### config.mk
export PLATFORM = sky130hd
export DESIGN_NAME = swt_ctrl
export DESIGN_NICKNAME = d
export VERILOG_FILES = /design/src/sv/swt_pkg.sv /design/src/sv/swt_ctrl.sv
export SDC_FILE = /design/constraint.sdc
export NUM_CORES = 1
export LEC_CHECK = 0
export BUFFER_PORTS_ARGS = -buffer_cell sky130_fd_sc_hd__buf_2
export CORE_AREA = 2 2 39 41
export CTS_BUF_LIST = sky130_fd_sc_hd__clkbuf_8
export CTS_CLUSTER_DIAMETER = 120
export DETAILED_ROUTE_END_ITERATION = 10
export DIE_AREA = 0 0 41 43
export HOLD_SLACK_MARGIN = 0.08
export SLEW_MARGIN = 20
export SYNTH_ARGS = -nofsm -noshare
export SYNTH_HDL_FRONTEND = slang
export SYNTH_SLANG_ARGS = --single-unit
### constraint.sdc
create_clock -name clk -period 1.5 [get_ports clk]
set_clock_uncertainty 0.1 [all_clocks]
set_input_delay 0 -clock clk [delete_from_list [all_inputs] [get_ports clk]]
set_output_delay 0 -clock clk [all_outputs]
set_load 0.01 [all_outputs]
### src/sv/swt_pkg.sv
// Shared types and constants for the sideband window table.
package swt_pkg;

    localparam int          WORD_W          = 32;
    localparam int          INDEX_W         = 7;
    localparam int          NUM_WINDOWS_DEF = 128;
    localparam int          WORDS_PER_GROUP = 8;
    localparam int          SLOT_W          = 3;
    localparam int          REGION_BITS     = 12;
    localparam int          GROUP_LSB       = 5;
    localparam logic [31:0] REGION_BASE     = 32'hF00A_9000;
    localparam logic [3:0]  ACCESS_BYTES    = 4'd4;

    localparam logic [SLOT_W-1:0] OFF_BASE     = 3'd0;
    localparam logic [SLOT_W-1:0] OFF_SIZE     = 3'd1;
    localparam logic [SLOT_W-1:0] OFF_FLAGS    = 3'd2;
    localparam logic [SLOT_W-1:0] OFF_SIDEBAND = 3'd6;
    localparam int                ENABLE_BIT   = 0;

    localparam logic [1:0] MODE_READ   = 2'd0;
    localparam logic [1:0] MODE_WRITE  = 2'd1;
    localparam logic [1:0] MODE_LOOKUP = 2'd2;

    typedef enum logic [1:0] {
        OP_NONE,
        OP_READ,
        OP_WRITE,
        OP_LOOKUP
    } op_kind_t;

    typedef struct packed {
        logic capture;
        logic clear;
        logic write_go;
        logic read_go;
        logic scan_start;
        logic scan_step;
        logic load_out;
    } swt_cmd_t;

    typedef struct packed {
        op_kind_t kind;
        logic     clear_last;
        logic     scan_done;
    } swt_sts_t;

endpackage

### src/sv/swt_ctrl.sv
// Sequencer for clearing, bus accesses, window scans and result hand-off.
module swt_ctrl (
    input  logic              clk,
    input  logic              rst_n,
    input  logic              in_valid,
    output logic              in_stall,
    output logic              out_valid,
    input  logic              out_stall,
    input  swt_pkg::swt_sts_t sts,
    output swt_pkg::swt_cmd_t cmd
);

    typedef enum logic [2:0] {
        ST_CLEAR,
        ST_IDLE,
        ST_EXEC,
        ST_RD_WAIT,
        ST_SCAN,
        ST_RESULT
    } state_t;

    state_t state_reg;
    state_t state_next;
    logic   out_valid_reg;
    logic   out_valid_next;
    logic   slot_free;

    assign slot_free = !out_valid_reg || !out_stall;

    always_comb
    begin
        state_next = state_reg;
        cmd        = '0;
        case (state_reg)
            ST_CLEAR:
            begin
                cmd.clear = 1'b1;
                if (sts.clear_last)
                begin
                    state_next = ST_IDLE;
                end
            end
            ST_IDLE:
            begin
                if (in_valid)
                begin
                    cmd.capture = 1'b1;
                    state_next  = ST_EXEC;
                end
            end
            ST_EXEC:
            begin
                case (sts.kind)
                    swt_pkg::OP_READ:
                    begin
                        cmd.read_go = 1'b1;
                        state_next  = ST_RD_WAIT;
                    end
                    swt_pkg::OP_WRITE:
                    begin
                        cmd.write_go = 1'b1;
                        state_next   = ST_RESULT;
                    end
                    swt_pkg::OP_LOOKUP:
                    begin
                        cmd.scan_start = 1'b1;
                        state_next     = ST_SCAN;
                    end
                    default:
                    begin
                        state_next = ST_RESULT;
                    end
                endcase
            end
            ST_RD_WAIT:
            begin
                state_next = ST_RESULT;
            end
            ST_SCAN:
            begin
                // stop on the first match or after the last window
                if (sts.scan_done)
                begin
                    state_next = ST_RESULT;
                end
                else
                begin
                    cmd.scan_step = 1'b1;
                end
            end
            ST_RESULT:
            begin
                if (slot_free)
                begin
                    cmd.load_out = 1'b1;
                    state_next   = ST_IDLE;
                end
            end
            default:
            begin
                state_next = ST_IDLE;
            end
        endcase
    end

    always_comb
    begin
        if (cmd.load_out)
        begin
            out_valid_next = 1'b1;
        end
        else if (out_valid_reg && !out_stall)
        begin
            out_valid_next = 1'b0;
        end
        else
        begin
            out_valid_next = out_valid_reg;
        end
    end

    always_ff @(posedge clk or negedge rst_n)
    begin
        if (!rst_n)
        begin
            state_reg     <= ST_CLEAR;
            out_valid_reg <= 1'b0;
        end
        else
        begin
            state_reg     <= state_next;
            out_valid_reg <= out_valid_next;
        end
    end

    assign in_stall  = (state_reg != ST_IDLE);
    assign out_valid = out_valid_reg;

endmodule

==> metrics, run 1 <==
outcome complete, no violations; worst path buffer plus inverter count 1; maximum vdd drop around 0.00068 V; power density cells between 1500 and 2000 nW/um^2; first-pass GRT wire length roughly 1.2 mm; layer carrying the most global-route usage met2; clock tree from TritonCTS built; fill cell total of the finished layout 150; Cells after Synth 38; die extent in y 43 microns; final weighted congestion in routability-driven placement 0.814; floorplan die width about 41 microns; Slowest cell on crit path sky130_fd_sc_hd__dfrtp_1; Max clock buf depth 2; H-tree depth 1; measured slew at the worst slew-check pin approximately 0.26 ns; Placeable Area approximately 1400 sq um; routed via count roughly 340; number of flip-flops under the largest register name 3; cell type contributing the most total cell area after synthesis sky130_fd_sc_hd__dfrtp_1; average routed wire per standard cell 10.5 microns; Hold Fails Final Rpt 0; post-synthesis cell area 310 sq um; required arrival time at the worst endpoint between 1 and 1.5 ns; layout cell share with drive strength beyond 1 roughly 40%; most common library cell in the layout ignoring fill and taps sky130_fd_sc_hd__buf_2; vias per std cell around 4.5; Ant. Diodes 0; synthesized net count 46; Area growth syn-to-layout 56.5%; critical path peak fanout 6; starting density of the core around 22%; number of antenna violations at the first check in global routing 0; ordered cell list for the critical path nor3b_1 -> nand2_1 -> nor2_1 -> buf_2; max-slew violation count 0; mean post-synth cell area just over 8 sq um; final clock period utilization by the worst path just over 90%; global routing met3 resource utilization 4.71%; total CTS buffers 3; commonest non-fill, non-tap cells in the layout sky130_fd_sc_hd__buf_2, sky130_fd_sc_hd__nand2_1, sky130_fd_sc_hd__dlygate4sd3_1; global router's overall resource usage a little over a tenth; met1 layer usage reported by global route 12.1%; path category of the worst min-delay check in -> reg; kind of end point of the critical path primary output; wire length reported by the detailed router roughly 800 microns; achievable frequency 0.716 GHz; fin worst setup slack roughly 0.10 ns; maximum number of pins on one net before global-route repair 10; clock latency of the later-clocked register in the worst-skew pair 0.22 ns; IO buf count 16; core occupancy in the finished layout around a third; post-synthesis cell type count 20; RSZ-0062 raised after global routing false; category of the most critical setup path reg -> out; estimated wirelength of the detail-placed design 569 microns; Std-Cell Rows 14; Total Nets Final 70; Yosys reg bits 4; arrival time at the worst endpoint approximately 1.3 ns; Min Clock Period, post-route approximately 1.4 ns; final setup violation count 0; full die area roughly 1800 sq um; sequential cell area fraction in the yosys report approximately 32%; setup TNS after final layout 0 ns; Pre-antenna DRT Iters 4; number of warning messages in the yosys log 0; clock-pin slew on the worst setup and hold paths about 0.030 ns; number of global-route vias before repair between 300 and 400; leftover overflow at the end of global routing 0; Startpoint Class flip-flop; number of design-rule violations left by the first detailed-router iteration 2; Detail Route Antenna Nets 0; tightest slew margin relative to the limit 82.4%; Root Driver sky130_fd_sc_hd__clkbuf_8; Max Cap Violations 0; Yosys top cell area share ~32%; num ports 17; minimum setup slack after placement approximately 0.16 ns; top cells by area in the synthesized netlist sky130_fd_sc_hd__dfrtp_1, sky130_fd_sc_hd__nand2_1, sky130_fd_sc_hd__buf_6; Sink Count 4; cell type group with the largest total delay on the critical path simple AND/OR/NAND/NOR gates; GRT met2 Usage 14.7%; static leakage 0.254 nW; DRC violations left 0; max incr delay on CP between 0.4 and 0.5 ns
## cells in the mapped netlist
cell                       instances
sky130_fd_sc_hd__nor4_1            1
sky130_fd_sc_hd__buf_4             2
sky130_fd_sc_hd__nor3b_2           1
sky130_fd_sc_hd__nand2_1          10
sky130_fd_sc_hd__nor3b_1           1
sky130_fd_sc_hd__a21oi_1           2
sky130_fd_sc_hd__inv_1             3
sky130_fd_sc_hd__mux2i_1           1
sky130_fd_sc_hd__nor2b_1           1
sky130_fd_sc_hd__a32o_1            1
sky130_fd_sc_hd__nand3_1           1
sky130_fd_sc_hd__a31oi_1           1
sky130_fd_sc_hd__o221ai_2          1
sky130_fd_sc_hd__buf_6             2
sky130_fd_sc_hd__a21bo_1           1
sky130_fd_sc_hd__nor3_1            1
sky130_fd_sc_hd__nor2_1            2
sky130_fd_sc_hd__dfrtp_1           4
sky130_fd_sc_hd__o22ai_1           1
sky130_fd_sc_hd__and3_1            1
## where the power goes
part / internal, mW / leakage (nW) / switching, mW / total [mW]
Combinational: 0.200 / 0.183 / 0.197 / 0.397
Sequential: 0.158 / 0.0493 / 0.0894 / 0.248
Clock: 0.171 / 0.0216 / 0.0562 / 0.227
Total: 0.529 / 0.254 / 0.343 / 0.872
## cell families after synthesis
kind of cell | after synthesis | synth area share, %
DFF | 4 | 32.3
buffers and inverters | 7 | 15.7
muxes | 1 | 3.23
and+or+nand+nor | 19 | 30.2
AOI/OAI and AO/OA | 7 | 18.5
## worst reg2reg max path, cell delays in order, from the launching register on
cell	delay, ns
sky130_fd_sc_hd__dfrtp_1	0.48
sky130_fd_sc_hd__nor3b_2	0.24
sky130_fd_sc_hd__nand3_1	0.12
sky130_fd_sc_hd__a32o_1	0.22
## path summary, 6_finish.rpt
check                             start            to  slack, ns  depth (start not counted)
min in group asynchronous         rst_n     out_valid       0.59                          3
hold / removal                   sts[1]  state_reg[0]       0.14                          4
max in group asynchronous         rst_n  state_reg[2]       0.53                          3
setup / recovery           state_reg[0]        cmd[3]       0.10                          4
setup reg to reg           state_reg[1]  state_reg[0]       0.22                          3
hold reg to reg            state_reg[2]  state_reg[1]       0.46                          1
## routing by layer
layer / routed length (microns) / share of wire [%] / vias to the layer above
met5: 0 / 0 / -
met4: 21 / 2.6 / 0
met3: 39 / 4.9 / 2
met2: 378 / 47 / 13
met1: 357 / 45 / 155
li1: - / - / 172
## cell type report
cell class	count	area, sq um	area share [%]
multi-input cells	27	164	33.8
repair buffers	23	148	30.4
flip-flops and latches	4	101	20.9
clock buffers	3	41.3	8.51
well taps	16	20.0	4.12
inverters	3	11.3	2.32
## what timing repair did
action	4_1_cts	5_1_grt
endpoints found under the setup margin	0	2
setup buffers	0	0
endpoints found under the hold margin	8	0
hold buffers	6	0
resized for setup	0	2
## per-stage QoR
step / instances / hold WS (ns) / instance area, sq um / power [mW]
after floorplan: 38 / -0.396 / 310 / 0.547
after global placement: 67 / -0.291 / 380 / 0.621
after detailed placement: 67 / -0.296 / 380 / 0.626
after CTS: 76 / 0.149 / 482 / 0.871
after global routing: 76 / 0.173 / 485 / 0.938
final: 76 / 0.140 / 485 / 0.872
Power figures use the tool's default switching activity.
==> run 2: changes to the inputs <==
CELL_PAD_IN_SITES_DETAIL_PLACEMENT = 1   (was unset)
CELL_PAD_IN_SITES_GLOBAL_PLACEMENT = 1   (was unset)
PLACE_DENSITY_LB_ADDON = 0.1   (was unset)
==> run 2 against run 1 <==
Compared with the run above:
- power shrank 1.9%
- combinational power decreased by 8.1%
- core utilization fell by 0.090 points
- hold slack lost 0.021 ns
- non-clock buffer count decreased by 1
- cell count is 1.3% lower
- sequential power up 4%
- sequential share of layout area is 0.31 points higher
- clock power is 2% higher
- flip-flop and latch count unchanged
- critical path type unchanged
- critical endpoint is now cmd[2]
==> metrics, run 2 (synthesized netlist as in run 1, its figures left out) <==
outcome complete, no violations (unchanged); Area growth syn-to-layout 56.0% (was 56.5%); met1 layer wirelength in the final routing 377 microns (was 357 microns); commonest non-fill, non-tap cells in the layout sky130_fd_sc_hd__buf_2, sky130_fd_sc_hd__nand2_1, sky130_fd_sc_hd__dlygate4sd3_1, sky130_fd_sc_hd__inv_1, sky130_fd_sc_hd__clkbuf_8 (was sky130_fd_sc_hd__buf_2, sky130_fd_sc_hd__nand2_1, sky130_fd_sc_hd__dlygate4sd3_1); measured slew at the worst slew-check pin 0.276 ns (was 0.263 ns); wire length reported by the detailed router 822 microns (was 796 microns); Placeable Area 1380 sq um (unchanged); Max clock buf depth 2 (unchanged); switching power 0.339 mW (was 0.343 mW); Root Driver sky130_fd_sc_hd__clkbuf_8 (unchanged); path category of the worst min-delay check in -> reg (unchanged); global router's overall resource usage 11.4% (was 10.9%); fraction of power spent switching nets 39.6% (was 39.3%); core occupancy in the finished layout 35.0% (was 35.1%); final setup violation count 0 (unchanged); RSZ-0062 raised after global routing false (unchanged); Pre-antenna DRT Iters 2 (was 4); Multi-input gate area 169 sq um (was 164 sq um); Internal 0.517 mW (was 0.529 mW); critical path peak fanout 9 (was 6); max-slew violation count 0 (unchanged); number of global-route vias before repair 321 (was 313); setup TNS after final layout 0 ns (unchanged); number of antenna violations at the first check in global routing 0 (unchanged); Detail Route Antenna Nets 0 (unchanged); number of flip-flops under the largest register name 3 (unchanged); uppermost signal routing layer after detailed routing met4 (unchanged); final clock period utilization by the worst path 91.0% (was 93.2%); Logic pwr share 42.6% (was 45.6%); static leakage 0.250 nW (was 0.254 nW); Std-Cell Rows 14 (unchanged); Min Clock Period, post-route 1.36 ns (was 1.40 ns); sum of met3 wire segment lengths after detailed routing 54 microns (was 39 microns); Total Nets Final 69 (was 70); Max Cap Violations 0 (unchanged); estimated wirelength of the detail-placed design 614 microns (was 569 microns); vias per std cell 4.57 (was 4.50); maximum vdd drop 0.000670 V (was 0.000675 V); num ports 17 (unchanged); clock-pin slew on the worst setup and hold paths 0.03 ns (about the same); die extent in y 43 microns (unchanged); DRC violations left 0 (unchanged); power density cells 1770 nW/um^2 (was 1800 nW/um^2); starting density of the core 22.4% (unchanged); total cell area at the placement stage 373 sq um (was 380 sq um); leftover overflow at the end of global routing 0 (unchanged); tightest slew margin relative to the limit 81.6% (was 82.4%); required arrival time at the worst endpoint 1.40 ns (about the same); H-tree depth 1 (unchanged); total CTS buffers 3 (unchanged); Power, Total 0.856 mW (was 0.872 mW); Startpoint Class flip-flop (unchanged); first-pass GRT wire length 1.29 mm (was 1.22 mm); total length of routed met2 wires 374 microns (was 378 microns); clock tree from TritonCTS built (unchanged); category of the most critical setup path reg -> out (unchanged); minimum setup slack after placement 0.168 ns (was 0.159 ns); achievable frequency 0.733 GHz (was 0.716 GHz); maximum number of pins on one net before global-route repair 10 (unchanged); final weighted congestion in routability-driven placement 0.764 (was 0.814); clock latency of the later-clocked register in the worst-skew pair 0.22 ns (about the same); number of design-rule violations left by the first detailed-router iteration 5 (was 2); area taken by flip-flops and latches 103 sq um (was 101 sq um); tightest hold margin 0.119 ns (was 0.140 ns); average routed wire per standard cell 11.0 microns (was 10.5 microns); Clk pwr share 27.1% (was 26.1%); Register-to-Register Setup Slack 0.21 ns (was 0.22 ns); post-route standard cell area excluding fillers 484 sq um (was 485 sq um); Cell Count, Final, Fillers Out 75 (was 76); arrival time at the worst endpoint 1.26 ns (was 1.30 ns); fill cell total of the finished layout 174 (was 150); Ant. Diodes 0 (unchanged); fin worst setup slack 0.136 ns (was 0.103 ns); full die area 1760 sq um (unchanged); layout cell share with drive strength beyond 1 42.4% (was 40.0%); Sink Count 4 (unchanged); floorplan die width 41 microns (unchanged); kind of end point of the critical path primary output (unchanged); total placed cells including tap cells 66 (was 67); IO buf count 16 (unchanged); register share of total power 30.3% (was 28.4%); routed via count 343 (was 342); Hold Fails Final Rpt 0 (unchanged); most common library cell in the layout ignoring fill and taps sky130_fd_sc_hd__buf_2 (unchanged)
[run 2: changes by cell type in the layout (fill, tap and decap cells not counted)]
cell and change:
sky130_fd_sc_hd__buf_4 -1, sky130_fd_sc_hd__dfrtp_1 -1, sky130_fd_sc_hd__dfrtp_2 +1, sky130_fd_sc_hd__nor3b_1 -1
sky130_fd_sc_hd__nor3b_2 +1
[run 2: worst max-delay path, cell delays in order, from the launching register on]
cell and delay (ns):
sky130_fd_sc_hd__dfrtp_1 0.49, sky130_fd_sc_hd__nor3b_2 0.24, sky130_fd_sc_hd__nand3_1 0.13, sky130_fd_sc_hd__inv_1 0.07
sky130_fd_sc_hd__buf_2 0.12
[run 2: layout make-up]
| cell class | count | area share, % |
|---|---|---|
| clock buffers | 3 | 8.53 |
| inverters | 3 | 2.33 |
| multi-input cells | 27 | 34.9 |
| flip-flops and latches | 4 | 21.2 |
| well taps | 16 | 4.13 |
| repair buffers | 22 | 28.9 |
[run 2: worst paths after layout]
path | from | endpoint | cells after the start
setup / recovery | state_reg[1] | cmd[2] | 4
hold / removal | sts[1] | state_reg[0] | 4
setup reg to reg | state_reg[1] | state_reg[0] | 3
hold reg to reg | out_valid | out_valid | 2
max in group asynchronous | rst_n | state_reg[2] | 3
min in group asynchronous | rst_n | state_reg[1] | 3
[run 2: power groups by stage]
stage                     logic (mW)  registers [mW]  clock network [mW]
after global routing           0.414           0.274               0.246
after floorplan                0.362           0.186                   0
after CTS                      0.367           0.257               0.242
final                          0.365           0.259               0.232
after global placement         0.358           0.253                   0
after detailed placement       0.351           0.252                   0
[run 2: repair_timing]
item | CTS | global route
endpoints found under the setup margin | 2 | 3
resized for setup | 1 | 3
pin swaps | 0 | 0
hold buffers | 6 | 0
hold endpoints to repair | 8 | 0
buffers inserted | 0 | 0
[run 2: layer usage]
| layer | vias up | track usage [%] |
|---|---|---|
| met5 | - | 0 |
| met1 | 155 | 13.5 |
| met3 | 3 | 4.71 |
| li1 | 172 | - |
| met4 | 0 | 10.0 |
| met2 | 13 | 15.0 |
==> run 3: changes to the inputs <==
CELL_PAD_IN_SITES_GLOBAL_PLACEMENT = 2   (was 1)
CORE_AREA = unset   (was 2 2 39 41)
CORE_UTILIZATION = 22   (was unset)
DIE_AREA = unset   (was 0 0 41 43)
==> run 3 against run 2 <==
Compared with the run above:
- hold slack improved by 0.036 ns
- register-to-register slack barely moved
- wire length rose by 16%
- via count rose by 3.2%
- cell count did not move
- clock-buffer cell count did not move
- sequential power rose by 2%
- die area fell by 11%
- clock power fell by 2%
- flip-flop and latch count did not move
- critical path depth did not move
==> metrics, run 3 (synthesized netlist as in run 1, its figures left out) <==
estimated wirelength of the detail-placed design 717 microns (was 614 microns); Pre-antenna DRT Iters 2 (unchanged); first-pass GRT wire length 1.49 mm (was 1.29 mm); outcome complete, no violations (unchanged); final clock period utilization by the worst path 90.5% (was 91.0%); static leakage 0.255 nW (was 0.250 nW); Register-to-Register Setup Slack 0.21 ns (about the same); DRC violations left 0 (unchanged); clock-pin slew on the worst setup and hold paths 0.03 ns (about the same); Startpoint Class flip-flop (unchanged); max-slew violation count 0 (unchanged); measured slew at the worst slew-check pin 0.216 ns (was 0.276 ns); max incr delay on CP 0.46 ns (was 0.49 ns); leftover overflow at the end of global routing 0 (unchanged); vias per std cell 4.72 (was 4.57); maximum vdd drop 0.000612 V (was 0.000670 V); required arrival time at the worst endpoint 1.40 ns (about the same); Clk pwr share 25.6% (was 27.1%); register share of total power 29.6% (was 30.3%); clock tree from TritonCTS built (unchanged); Sink Count 4 (unchanged); Logic pwr share 44.8% (was 42.6%); startpoint of the lowest-slack hold path sts[0] (was sts[1]); wire length reported by the detailed router 952 microns (was 822 microns); IO buf count 16 (unchanged); final setup violation count 0 (unchanged); routed via count 354 (was 343); critical path peak fanout 9 (unchanged); arrival time at the worst endpoint 1.26 ns (about the same); capturing point of the worst reg2reg path state_reg[0] (unchanged); fin worst setup slack 0.142 ns (was 0.136 ns); commonest non-fill, non-tap cells in the layout sky130_fd_sc_hd__buf_2, sky130_fd_sc_hd__nand2_1, sky130_fd_sc_hd__dlygate4sd3_1, sky130_fd_sc_hd__inv_1, sky130_fd_sc_hd__clkbuf_8 (unchanged); num ports 17 (unchanged); Ant. Diodes 0 (unchanged); Slowest cell on crit path sky130_fd_sc_hd__dfrtp_2 (was sky130_fd_sc_hd__dfrtp_1); number of antenna violations at the first check in global routing 0 (unchanged); Placeable Area 1300 sq um (was 1380 sq um); kind of end point of the critical path primary output (unchanged); tightest slew margin relative to the limit 85.2% (was 81.6%); category of the most critical setup path reg -> out (unchanged); path category of the worst min-delay check in -> out (was in -> reg); minimum setup slack after placement 0.110 ns (was 0.168 ns); ordered cell list for the critical path nor2b_2 -> nand2_1 -> a21oi_1 -> buf_2 (was nor3b_2 -> nand3_1 -> inv_1 -> buf_2); clock latency of the later-clocked register in the worst-skew pair 0.22 ns (about the same); average routed wire per standard cell 12.7 microns (was 11.0 microns); total CTS buffers 3 (unchanged); full die area 1560 sq um (was 1760 sq um); number of design-rule violations left by the first detailed-router iteration 1 (was 5); Detail Route Antenna Nets 0 (unchanged); Worst R2R Start state_reg[2] (was state_reg[1]); setup TNS after final layout 0 ns (unchanged); Hold Fails Final Rpt 0 (unchanged); Area growth syn-to-layout 60.1% (was 56.0%); floorplan die width 39.6 microns (was 41 microns); number of flip-flops under the largest register name 3 (unchanged); fraction of power spent switching nets 40.1% (was 39.6%); RSZ-0062 raised after global routing false (unchanged); cell count of the worst hold path 3 (was 4); number of global-route vias before repair 350 (was 321); Root Driver sky130_fd_sc_hd__clkbuf_8 (unchanged); Internal 0.531 mW (was 0.517 mW); layout cell share with drive strength beyond 1 45.0% (was 42.4%); Max clock buf depth 2 (unchanged); capture endpoint of the worst hold path cmd[1] (was state_reg[0]); switching power 0.355 mW (was 0.339 mW); final weighted congestion in routability-driven placement 0.752 (was 0.764); achievable frequency 0.737 GHz (was 0.733 GHz); maximum number of pins on one net before global-route repair 10 (unchanged); Max Cap Violations 0 (unchanged); power density cells 1790 nW/um^2 (was 1770 nW/um^2); cell count of the worst reg-to-reg path 3 (unchanged); Std-Cell Rows 13 (was 14); die extent in y 39.6 microns (was 43 microns); global router's overall resource usage 14.9% (was 11.4%); Min Clock Period, post-route 1.36 ns (about the same); most common library cell in the layout ignoring fill and taps sky130_fd_sc_hd__buf_2 (unchanged); starting density of the core 23.8% (was 22.4%); Total Nets Final 70 (was 69); H-tree depth 1 (unchanged)
## run 3: changes by cell type in the layout (fill, tap and decap cells not counted)
cell / previous run / this run
sky130_fd_sc_hd__buf_4: 0 / 1
sky130_fd_sc_hd__nor4_1: 1 / 0
sky130_fd_sc_hd__nor4_2: 0 / 1
## run 3: worst max-delay path by stage
stage / start / endpoint
CTS: state_reg[0] / cmd[3]
global route: state_reg[0] / cmd[0]
floorplan: state_reg[0] / state_reg[0]
detailed placement: state_reg[2] / state_reg[0]
finish: state_reg[0] / cmd[0]
global placement: state_reg[2] / state_reg[0]
## run 3: final cells by class
type	instances	area, sq um
flip-flops and latches	4	103
repair buffers	23	148
well taps	15	18.8
fillers	169	805
multi-input cells	27	175
inverters	3	11.3
clock buffers	3	41.3
## run 3: timing repair
item	in CTS	in global routing
hold buffers	6	0
endpoints found under the setup margin	0	4
resized for setup	0	5
hold endpoints to repair	8	0
buffers inserted	0	0
## run 3: layer usage
| layer | vias to the layer above | routed length, microns | share of wire [%] | global-route usage, % |
|---|---|---|---|---|
| li1 | 174 | - | - | - |
| met1 | 166 | 398 | 42 | 17.3 |
| met2 | 14 | 500 | 53 | 23.4 |
| met3 | 0 | 53 | 5.6 | 3.98 |
| met4 | 0 | 0 | 0 | 10.3 |
| met5 | - | 0 | 0 | 0 |
## run 3: critical path, delay by kind of cell, from the launching register on
| family | cells | cell delay [ns] |
|---|---|---|
| AND/OR/NAND/NOR | 2 | 0.32 |
| buffers and inverters | 1 | 0.14 |
| AO/OA/AOI/OAI | 1 | 0.11 |
| flip-flops | 1 | 0.46 |
## run 3: power groups by stage
stage | clock (mW) | sequential (mW) | combinational, mW
5_1_grt | 0.244 | 0.274 | 0.446
6_report | 0.227 | 0.263 | 0.397
4_1_cts | 0.234 | 0.247 | 0.392
3_5_place_dp | 0 | 0.248 | 0.378
2_1_floorplan | 0 | 0.186 | 0.362
3_3_place_gp | 0 | 0.245 | 0.375
## run 3: through the flow
step	utilization, %	cell area, sq um	power (mW)	instances	hold WS (ns)
3_3_place_gp	29.1	379	0.621	66	-0.287
3_5_place_dp	29.1	379	0.626	66	-0.285
5_1_grt	38.2	497	0.964	75	0.181
6_report	38.2	497	0.887	75	0.155
2_1_floorplan	-	310	0.547	38	-0.396
4_1_cts	36.9	480	0.872	75	0.153
